--- src/hdl/tlf_pkg.sv ---
// ----------------------------------------------------------------------------
// tlf_pkg: shared types and constants for the text line folder
// character codes and the control bundle that drives the row of store cells
// ----------------------------------------------------------------------------
package tlf_pkg;

  localparam int unsigned CHAR_W = 8;
  // fill count and positions, wide enough for a line of up to 63 characters
  localparam int unsigned POS_W  = 6;

  localparam logic [CHAR_W-1:0] CH_TAB   = 8'd9;
  localparam logic [CHAR_W-1:0] CH_NL    = 8'd10;
  localparam logic [CHAR_W-1:0] CH_BLANK = 8'd32;

  typedef struct packed {
    logic              shift;    // every cell takes its right neighbour
    logic              wr_char;  // the cell at pos takes wchar
    logic              wr_tab;   // cells in [pos, stop) take a blank
    logic [POS_W-1:0]  pos;
    logic [POS_W-1:0]  stop;
    logic [CHAR_W-1:0] wchar;
  } cell_ctrl_t;

endpackage

--- src/hdl/tlf_cell.sv ---
// ----------------------------------------------------------------------------
// tlf_cell: one character cell of the line store
// holds one character, shifts left towards the output or takes a write
// ----------------------------------------------------------------------------
module tlf_cell #(
  parameter int unsigned IDX = 0
) (
  input  logic                         clk_i,
  input  tlf_pkg::cell_ctrl_t          ctrl_i,
  input  logic [tlf_pkg::CHAR_W-1:0]   right_i,
  output logic [tlf_pkg::CHAR_W-1:0]   data_o
);

  localparam logic [tlf_pkg::POS_W-1:0] MY_IDX = tlf_pkg::POS_W'(IDX);

  logic [tlf_pkg::CHAR_W-1:0] data_q;
  logic                       hit_char;
  logic                       hit_tab;

  assign hit_char = ctrl_i.wr_char && (ctrl_i.pos == MY_IDX);
  assign hit_tab  = ctrl_i.wr_tab && (MY_IDX >= ctrl_i.pos) && (MY_IDX < ctrl_i.stop);

  always_ff @(posedge clk_i) begin
    if (ctrl_i.shift) begin
      data_q <= right_i;
    end else if (hit_char) begin
      data_q <= ctrl_i.wchar;
    end else if (hit_tab) begin
      data_q <= tlf_pkg::CH_BLANK;
    end
  end

  assign data_o = data_q;

endmodule

--- src/hdl/text_line_folder.sv ---
// ----------------------------------------------------------------------------
// text_line_folder: folds long text lines at the last blank
// one character per input beat, folded text with newlines on the output
// ----------------------------------------------------------------------------
// The line is held in a row of LINE_WIDTH character cells with a fill count.
// Characters are written into the cell at the fill position; a tab writes
// blanks up to the next TAB_WIDTH stop in a single write. When the line fills,
// it is folded after the last blank at index one or higher (or cut whole
// if there is none), a newline ends each printed line, and a newline input
// flushes the line (an empty line prints nothing). Output characters are
// taken from cell zero while the whole row shifts left by one per character printed,
// so after a fold the leftover text already sits at the front. The last
// blank is tracked as characters arrive, so no search is needed at a fold.
// Timing: a beat that prints nothing is followed by the next one in the next
// cycle; a beat that prints characters (including the newline) holds off
// the input until its closing newline is loaded, each stored character taken
// with one step of the cell row shift, and longer while the output stalls. The last
// newline may still wait in the output register while the next input beat
// is taken. Text left in the store at end of input is never printed.
// ----------------------------------------------------------------------------
module text_line_folder #(
  parameter int unsigned LINE_WIDTH = 32,  // 2 .. 63
  parameter int unsigned TAB_WIDTH  = 8    // 1 .. 32
) (
  input  logic       clk_i,
  input  logic       rst_ni,
  input  logic       s_axis_tvalid,
  output logic       s_axis_tready,
  input  logic [7:0] s_axis_tdata,   // [7:0] in_char
  output logic       m_axis_tvalid,
  input  logic       m_axis_tready,
  output logic [7:0] m_axis_tdata,   // [7:0] out_char
  output logic       m_axis_tlast    // last_of_run
);

  localparam int unsigned PW = tlf_pkg::POS_W;
  localparam int unsigned CW = tlf_pkg::CHAR_W;
  localparam int unsigned IW = (LINE_WIDTH > 1) ? $clog2(LINE_WIDTH) : 1;

  localparam logic [PW-1:0] LW_P     = PW'(LINE_WIDTH);
  localparam logic [PW-1:0] LAST_POS = PW'(LINE_WIDTH - 1);
  localparam logic [PW-1:0] ONE_P    = PW'(1);

  typedef logic [LINE_WIDTH-1:0][PW-1:0] stop_tbl_t;

  // next tab stop for each fill position, clipped to the line width
  function automatic stop_tbl_t build_stops();
    stop_tbl_t t;
    int unsigned s;
    for (int unsigned i = 0; i < LINE_WIDTH; i++) begin
      s = ((i / TAB_WIDTH) + 1) * TAB_WIDTH;
      if (s > LINE_WIDTH) begin
        s = LINE_WIDTH;
      end
      t[i] = PW'(s);
    end
    return t;
  endfunction

  localparam stop_tbl_t TAB_STOP = build_stops();

  // control state
  logic [PW-1:0] cnt_q, cnt_d;     // fill count
  logic          lbv_q, lbv_d;     // a blank at index one or higher is stored
  logic [PW-1:0] lb_q, lb_d;       // index of that last blank
  logic [PW-1:0] rem_q, rem_d;     // stored characters still to print
  logic          nl_q, nl_d;       // newline still to print
  logic          ov_q, ov_d;       // output register holds a beat
  logic [CW-1:0] od_q, od_d;
  logic          ol_q, ol_d;

  logic          busy;
  logic          accept;
  logic          load;
  logic          is_tab;
  logic          is_nl;
  logic          blank_here;
  logic [PW-1:0] stop;
  logic [PW-1:0] cut;

  tlf_pkg::cell_ctrl_t        ctrl;
  logic [LINE_WIDTH-1:0][CW-1:0] cell_data;

  assign busy          = (rem_q != '0) || nl_q;
  assign s_axis_tready = !busy;
  assign accept        = s_axis_tvalid && !busy;
  assign load          = busy && (!ov_q || m_axis_tready);

  assign is_tab     = (s_axis_tdata == tlf_pkg::CH_TAB);
  assign is_nl      = (s_axis_tdata == tlf_pkg::CH_NL);
  assign blank_here = (s_axis_tdata == tlf_pkg::CH_BLANK) && (cnt_q != '0);
  assign stop       = TAB_STOP[cnt_q[IW-1:0]];

  // fold point: just past the last blank, or the whole line
  always_comb begin
    if (blank_here) begin
      cut = LW_P;
    end else if (lbv_q) begin
      cut = lb_q + ONE_P;
    end else begin
      cut = LW_P;
    end
  end

  // row of cells
  always_comb begin
    ctrl.shift   = load && (rem_q != '0);
    ctrl.wr_char = accept && !is_tab && !is_nl;
    ctrl.wr_tab  = accept && is_tab;
    ctrl.pos     = cnt_q;
    ctrl.stop    = stop;
    ctrl.wchar   = s_axis_tdata;
  end

  for (genvar i = 0; i < LINE_WIDTH; i++) begin : g_cell
    logic [CW-1:0] right;
    if (i == LINE_WIDTH - 1) begin : g_end
      assign right = tlf_pkg::CH_BLANK;
    end else begin : g_mid
      assign right = cell_data[i+1];
    end
    tlf_cell #(
      .IDX (i)
    ) u_cell (
      .clk_i   (clk_i),
      .ctrl_i  (ctrl),
      .right_i (right),
      .data_o  (cell_data[i])
    );
  end

  // accept and print control
  always_comb begin
    cnt_d = cnt_q;
    lbv_d = lbv_q;
    lb_d  = lb_q;
    rem_d = rem_q;
    nl_d  = nl_q;
    ov_d  = ov_q;
    od_d  = od_q;
    ol_d  = ol_q;

    if (accept) begin
      if (is_tab) begin
        if (stop == LW_P) begin
          // tab reaches the end of the line: print it whole
          rem_d = LW_P;
          nl_d  = 1'b1;
          cnt_d = '0;
          lbv_d = 1'b0;
        end else begin
          cnt_d = stop;
          if (stop > ONE_P) begin
            lbv_d = 1'b1;
            lb_d  = stop - ONE_P;
          end
        end
      end else if (is_nl) begin
        rem_d = cnt_q;
        nl_d  = (cnt_q != '0);
        cnt_d = '0;
        lbv_d = 1'b0;
      end else if (cnt_q == LAST_POS) begin
        // line full: fold, leftover has no blank
        rem_d = cut;
        nl_d  = 1'b1;
        cnt_d = LW_P - cut;
        lbv_d = 1'b0;
      end else begin
        cnt_d = cnt_q + ONE_P;
        if (blank_here) begin
          lbv_d = 1'b1;
          lb_d  = cnt_q;
        end
      end
    end

    if (load) begin
      ov_d = 1'b1;
      if (rem_q != '0) begin
        od_d  = cell_data[0];
        ol_d  = 1'b0;
        rem_d = rem_q - ONE_P;
      end else begin
        od_d = tlf_pkg::CH_NL;
        ol_d = 1'b1;
        nl_d = 1'b0;
      end
    end else if (m_axis_tready) begin
      ov_d = 1'b0;
    end
  end

  always_ff @(posedge clk_i or negedge rst_ni) begin
    if (!rst_ni) begin
      cnt_q <= '0;
      lbv_q <= 1'b0;
      rem_q <= '0;
      nl_q  <= 1'b0;
      ov_q  <= 1'b0;
    end else begin
      cnt_q <= cnt_d;
      lbv_q <= lbv_d;
      rem_q <= rem_d;
      nl_q  <= nl_d;
      ov_q  <= ov_d;
    end
  end

  // output payload and blank index need no reset
  always_ff @(posedge clk_i) begin
    lb_q <= lb_d;
    od_q <= od_d;
    ol_q <= ol_d;
  end

  assign m_axis_tvalid = ov_q;
  assign m_axis_tdata  = od_q;
  assign m_axis_tlast  = ol_q;

`ifndef SYNTHESIS
  // fill count never reaches the line width
  a_cnt_range : assert property (@(posedge clk_i) disable iff (!rst_ni)
    cnt_q < LW_P)
    else $error("fill count out of range");

  // a tracked blank lies inside the stored text, past index zero
  a_blank_pos : assert property (@(posedge clk_i) disable iff (!rst_ni)
    lbv_q |-> (lb_q < cnt_q) && (lb_q != '0))
    else $error("last blank index outside stored text");

  // printed characters are always followed by a newline
  a_nl_follows : assert property (@(posedge clk_i) disable iff (!rst_ni)
    (rem_q != '0) |-> nl_q)
    else $error("line printed without a closing newline");

  // once the closing newline is loaded the input opens again
  a_reopen : assert property (@(posedge clk_i) disable iff (!rst_ni)
    (load && (rem_q == '0)) |=> s_axis_tready)
    else $error("input still held after closing newline");
`endif

endmodule

--- config.mk ---
export PLATFORM = sky130hd
export DESIGN_NAME = text_line_folder
export DESIGN_NICKNAME = d
export VERILOG_FILES = /design/src/hdl/tlf_pkg.sv /design/src/hdl/tlf_cell.sv /design/src/hdl/text_line_folder.sv
export SDC_FILE = /design/constraint.sdc
export NUM_CORES = 1
export LEC_CHECK = 0
export BUFFER_PORTS_ARGS = -buffer_cell sky130_fd_sc_hd__buf_2
export CORE_MARGIN = 8
export CORE_UTILIZATION = 65
export DETAILED_ROUTE_END_ITERATION = 16
export PLACE_DENSITY = 0.9
export SLEW_MARGIN = 10
export SYNTH_ARGS = -nofsm -noshare
export SYNTH_HDL_FRONTEND = slang
export SYNTH_SLANG_ARGS = --single-unit
export TNS_END_PERCENT = 5
--- constraint.sdc ---
create_clock -name clk_i -period 8.3 [get_ports clk_i]
set_input_delay 1.66 -clock clk_i [delete_from_list [all_inputs] [get_ports clk_i]]
set_output_delay 1.66 -clock clk_i [all_outputs]
set_load 0.005 [all_outputs]
==> results.md, run 1 <==
* R2R depth at 6
* Share of flip-flops with an asynchronous set or reset at 0.0524
* Final setup viols at 0
* GRT overflow at 0
* WL final at 30.2 mm
* IO buf count at 22
* Worst-margin pin slew at 1210 ps
* Die area at 25400 µm²
* Core Area at 20200 µm²
* Vias in the first global route at 8703
* EDFF count, synth at 263
* CTS tree: done
* Detailed placer's ending HPWL at 18.4 mm
* Synthesized Nets at 1022
* Sequential share of the synthesized area at 0.630
* DRT iter0 DRCs at 1273
* Row count at 52
* Final hold viol count at 0
* Initial antenna violation count at 0
* P_leak at 4.97 nW
* Max H-tree Level at 1
* Fmax at 206 MHz
* Synthesis Warnings at 0
* DR WL/cell at 24.0 µm
* Multi-input gate area at 4520 µm²
* Number of I/O pins at 23
* Fill cell count at 1255
* Final worst slack at 3430 ps
* Post-CTS Resized at 0
* Via count at 8959
* Final Skew at 10.9 ps
* Global-route wire length before repair at 47.7 mm
* Min Clock Period, post-route at 4870 ps
* CP Capture Type: flop
* Fraction of layout cells with a size suffix above 1 at 0.107
* Unrepaired setup endpoints after global routing: no
* Initial Utilization at 0.661
* Max-Cap Viols at 0
* Post-synth top flop: edfxtp_1
* Status: complete, no violations
* TNS Setup at 0 ps
* Slew Limit Headroom at 0.183
* Total GRT Usage at 0.231
* GP Congestion at 0.935
* Clock transition at the registers of the reported paths at 70 ps
* Clk buf depth at 3
* Crit share post-route at 0.586
* Crit path required time at 8450 ps
* ANT cells at 0
* Pre-CTS setup slack at 2960 ps
* Worst hold path type: flop to flop
* DRC Markers at 0
* Data arrival, critical path at 5020 ps
* Cells after Synth at 998
* CTS sink count at 286
* Overall die height at 159 µm
* Area growth, synth to finish at 7.70%
* Max IR drop VDD at 0.000201 V
* CTS root buffer: clkbuf_16
* DR pass1 iterations at 9
* Hold path cells at 1
* Synth unique cells at 72
* Power density over the cells at 254 nW/µm²
* Slew Viols, Final at 0
* Mean post-synth cell area at 13.4 µm²
* Post-DRT Antenna Nets at 0
* Die Wd at 159 µm
* Register bit total from synthesis at 286
* Total CTS buffers at 28
* Drt via density at 7.12
* Startpoint Class: input pin
* CP Max Fanout at 40
* Register area at 8430 µm²
* Largest net degree at the start of global routing at 239
* Cts hold-fix bufs at 0
* Clk_lat worst skew at 540 ps
* Post-CTS setup buffer count at 0
* Mapped Area at 13400 µm²
* Crit Path Class: input pin to flop
* Final net count at 991
## stage by stage
| step | instances | power, mW | util | hold WS, ps | instance area (µm²) |
|---|---|---|---|---|---|
| 3_5_place_dp | 1207 | 2.42 | 0.667 | 460 | 13500 |
| 2_1_floorplan | 998 | 2.27 | - | 441 | 13400 |
| 4_1_cts | 1258 | 3.66 | 0.712 | 483 | 14400 |
| 6_report | 1258 | 3.67 | 0.712 | 485 | 14400 |
| 5_1_grt | 1258 | 3.78 | 0.712 | 497 | 14400 |
| 3_3_place_gp | 1207 | 2.40 | 0.667 | 456 | 13500 |
## final cells by class
type	instances	share of cell area
inverters	16	0.00417
well taps	270	0.0234
multi-input cells	608	0.313
flip-flops and latches	286	0.585
clock buffers	34	0.0516
clock inverters	17	0.0114
repair buffers	27	0.0111
## path summary, 6_finish.rpt
kind,start,to,slack (ps)
setup / recovery,s_axis_tdata[1],g_cell[1].u_cell.data_o[0]$_DFFE_PP_,3430
hold / removal,g_cell[31].u_cell.data_o[2]$_SDFFE_PP0P_,g_cell[31].u_cell.data_o[2]$_SDFFE_PP0P_,490
min in group asynchronous,rst_ni,cnt_q[0]$_DFFE_PN0P_,1030
max in group asynchronous,rst_ni,rem_q[1]$_DFF_PN0_,7010
hold reg to reg,g_cell[31].u_cell.data_o[2]$_SDFFE_PP0P_,g_cell[31].u_cell.data_o[2]$_SDFFE_PP0P_,490
setup reg to reg,rem_q[0]$_DFF_PN0_,g_cell[1].u_cell.data_o[0]$_DFFE_PP_,4480
## cell usage after synthesis (all sizes together), types with 6 or more instances
cell type	instances	share of area
and2	11	0.0051
xor2	6	0.0039
a21oi	45	0.017
inv	15	0.0042
dfrtp	15	0.028
nor3	19	0.017
nor2	81	0.024
nand3	16	0.0079
xnor2	7	0.0046
buf	34	0.015
nand2	38	0.011
ha	12	0.011
nor2b	7	0.0033
nor4	8	0.0093
nand2b	7	0.0033
o211ai	7	0.0039
a31oi	7	0.0033
clkbuf	54	0.015
a311o	6	0.0045
edfxtp	263	0.59
a22o	225	0.15
dfxtp	8	0.012
a211o	7	0.0046
o21ai	32	0.012
## cell usage in the layout (no fill, tap or decap), types with 8 or more instances in the layout
master | synthesis | routed
a21oi_1 | 45 | 45
a22o_1 | 225 | 225
and2_1 | 11 | 11
buf_2 | 12 | 22
clkbuf_16 | 0 | 29
clkinv_1 | 1 | 8
dfrtp_1 | 15 | 15
dfxtp_1 | 8 | 8
edfxtp_1 | 263 | 263
ha_1 | 12 | 12
inv_1 | 15 | 15
nand2_1 | 38 | 38
nand3_1 | 11 | 11
nor2_1 | 75 | 75
nor3_4 | 10 | 10
o21ai_0 | 30 | 29
## layer usage
metal	vias up	GRT usage	routed length, µm
li1	3915	-	-
met1	4365	0.313	11800
met2	593	0.371	14400
met3	86	0.0408	3130
met4	0	0.0768	887
met5	-	0	0
## critical path, cell delays in order
cell     delay (ps)
buf_2           680
xor2_1          240
and3_1          420
nor2_1          820
a22oi_1         230
o21ai_0         950
## power by group
group	switching [mW]	internal [mW]
Sequential	0.0882	1.80
Combinational	0.339	0.182
Clock	0.526	0.730
Total	0.953	2.71
## sequential cells by signal (all words and copies together), names as in the netlist, named ones only
signal	count
cnt_q	6
lbv_q	1
m_axis_tlast	1
m_axis_tvalid	1
rem_q	6
nl_q	1
lb_q	5
g_cell.u_cell.data_o	256
m_axis_tdata	8
## kinds of logic after synthesis
family / Yosys count / share of synthesized area
fa+ha+maj: 12 / 0.0112
simple gates: 212 / 0.0969
compound gates: 369 / 0.218
mux: 2 / 0.00150
xor+xnor: 13 / 0.00851
flops: 286 / 0.630
buf+inv: 104 / 0.0342
Note: power is estimated with default switching activity, not from simulation.
==> run 2: changes to the inputs <==
--- a/config.mk
+++ b/config.mk
@@ -7,9 +7,9 @@
 export LEC_CHECK = 0
 export BUFFER_PORTS_ARGS = -buffer_cell sky130_fd_sc_hd__buf_2
 export CORE_MARGIN = 8
-export CORE_UTILIZATION = 65
+export CORE_UTILIZATION = 63
 export DETAILED_ROUTE_END_ITERATION = 16
-export PLACE_DENSITY = 0.9
+export PLACE_DENSITY = 0.88
 export SLEW_MARGIN = 10
 export SYNTH_ARGS = -nofsm -noshare
 export SYNTH_HDL_FRONTEND = slang
==> constraint.sdc (replaced) <==
create_clock -name clk_i -period 4.6 [get_ports clk_i]
set_input_delay 0.92 -clock clk_i [delete_from_list [all_inputs] [get_ports clk_i]]
set_output_delay 0.92 -clock clk_i [all_outputs]
set_load 0.005 [all_outputs]
==> results.md, run 2 (synthesized netlist as in run 1, its figures left out) <==
* Status: complete, no violations (unchanged)
* Unrepaired setup endpoints after global routing: no (unchanged)
* Initial antenna violation count at 0 (unchanged)
* Clk buf depth at 3 (unchanged)
* Max-Cap Viols at 0 (unchanged)
* Final setup viols at 0 (unchanged)
* Number of I/O pins at 23 (unchanged)
* Pre-CTS setup slack at 695 ps (was 2960 ps)
* P_leak at 5.05 nW (was 4.97 nW)
* CTS root buffer: clkbuf_16 (unchanged)
* DRC Markers at 0 (unchanged)
* DR pass1 iterations at 6 (was 9)
* Vias in the first global route at 8858 (was 8703)
* Via count at 9091 (was 8959)
* Worst hold path type: input pin to asynchronous set/reset pin (was flop to flop)
* Most common cell after layout, fill and taps aside: edfxtp_1 (unchanged)
* Global-route wire length before repair at 48.8 mm (was 47.7 mm)
* Worst-margin pin slew at 1280 ps (was 1210 ps)
* Detailed placer's ending HPWL at 19.3 mm (was 18.4 mm)
* Clk_lat worst skew at 550 ps (was 540 ps)
* Fmax at 293 MHz
* Die Wd at 162 µm (was 159 µm)
* Die area at 26200 µm² (was 25400 µm²)
* Final hold viol count at 0 (unchanged)
* Clock transition at the registers of the reported paths at 60 ps (was 70 ps)
* Max H-tree Level at 1 (unchanged)
* WL final at 30.6 mm (was 30.2 mm)
* Drt via density at 7.10 (was 7.12)
* Row count at 53 (was 52)
* Crit path required time at 4760 ps (was 8450 ps)
* Overall die height at 162 µm (was 159 µm)
* Slew Viols, Final at 0 (unchanged)
* IO buf count at 22 (unchanged)
* Largest register FFs at 256 (unchanged)
* Crit share post-route at 0.742
* Fraction of layout cells with a size suffix above 1 at 0.123 (was 0.107)
* Most frequent cells in the layout: 263 x edfxtp_1, 225 x a22o_1, 75 x nor2_1 (unchanged)
* Post-DRT Antenna Nets at 0 (unchanged)
* Total GRT Usage at 0.232 (was 0.231)
* Core Area at 21000 µm² (was 20200 µm²)
* CP Max Fanout at 18 (was 40)
* CTS tree: done (unchanged)
* DRT iter0 DRCs at 1185 (was 1273)
* Largest net degree at the start of global routing at 45 (was 239)
* Min Clock Period, post-route at 3410 ps
* Max IR drop VDD at 0.000325 V (was 0.000201 V)
* CP Capture Type: flop (unchanged)
* Final Skew at 13.2 ps (was 10.9 ps)
* Power density over the cells at 455 nW/µm² (was 254 nW/µm²)
* TNS Setup at 0 ps (unchanged)
* Final net count at 1009 (was 991)
* Area growth, synth to finish at 8.51% (was 7.70%)
* Initial Utilization at 0.639 (was 0.661)
* Post-CTS setup buffer count at 0 (unchanged)
* Data arrival, critical path at 3580 ps (was 5020 ps)
* ANT cells at 0 (unchanged)
* Final worst slack at 1190 ps (was 3430 ps)
* GRT overflow at 0 (unchanged)
* Startpoint Class: flop (was input pin)
* Slew Limit Headroom at 0.136 (was 0.183)
* DR WL/cell at 23.9 µm (was 24.0 µm)
* Cts hold-fix bufs at 0 (unchanged)
* Total CTS buffers at 28 (unchanged)
* CTS sink count at 286 (unchanged)
* Post-CTS Resized at 0 (unchanged)
* Crit Path Class: flop to flop (was input pin to flop)
* GP Congestion at 0.961 (was 0.935)
run 2: power by group:
| group | switching (mW) | total [mW] | internal [mW] | leakage, nW |
|---|---|---|---|---|
| clock network | 0.951 | 2.24 | 1.29 | 0.434 |
| logic | 0.613 | 0.952 | 0.339 | 1.80 |
| registers | 0.156 | 3.41 | 3.25 | 2.82 |
run 2: stage by stage:
step	instance area, µm²	cells	hold WS (ps)	total power [mW]	util
after floorplan	13400	998	441	4.10	-
after global placement	13600	1230	455	4.33	0.650
after detailed placement	13600	1230	460	4.38	0.650
after CTS	14500	1281	280	6.60	0.693
after global routing	14500	1281	294	6.81	0.693
final	14500	1281	275	6.60	0.693
run 2: final timing paths:
kind                                                          start                                        to  slack (ps)  depth (start not counted)
hold / removal                                               rst_ni                 m_axis_tvalid$_DFFE_PN0P_         280                          1
setup / recovery                               cnt_q[4]$_DFFE_PN0P_     g_cell[20].u_cell.data_o[4]$_DFFE_PP_        1190                          5
max in group asynchronous                                    rst_ni                      cnt_q[2]$_DFFE_PN0P_        4050                          1
hold reg to reg            g_cell[31].u_cell.data_o[5]$_SDFFE_PP1P_  g_cell[31].u_cell.data_o[5]$_SDFFE_PP1P_         470                          2
setup reg to reg                               cnt_q[4]$_DFFE_PN0P_     g_cell[20].u_cell.data_o[4]$_DFFE_PP_        1190                          5
min in group clk_i         g_cell[31].u_cell.data_o[5]$_SDFFE_PP1P_  g_cell[31].u_cell.data_o[5]$_SDFFE_PP1P_         470                          2
run 2: final cells by class:
type	instances	area, µm²
inverters	16	60.1
fillers	1405	6430
multi-input cells	608	4510
flip-flops and latches	286	8430
repair buffers	45	283
clock inverters	13	115
clock buffers	38	779
well taps	275	344
run 2: worst max-delay path, cell delays in order, from the launching register on:
cell	delay (ps)
dfrtp_1	720
inv_1	290
ha_1	390
nor4_4	540
nor2_2	130
o21ai_0	940
run 2: routing by layer:
metal,share of wire,wire (µm),vias to the layer above,track usage
li1,-,-,3946,-
met2,0.49,15000,538,0.382
met3,0.10,3080,78,0.0448
met4,0.022,672,0,0.0665
met5,0,0,-,0
met1,0.39,11900,4529,0.310
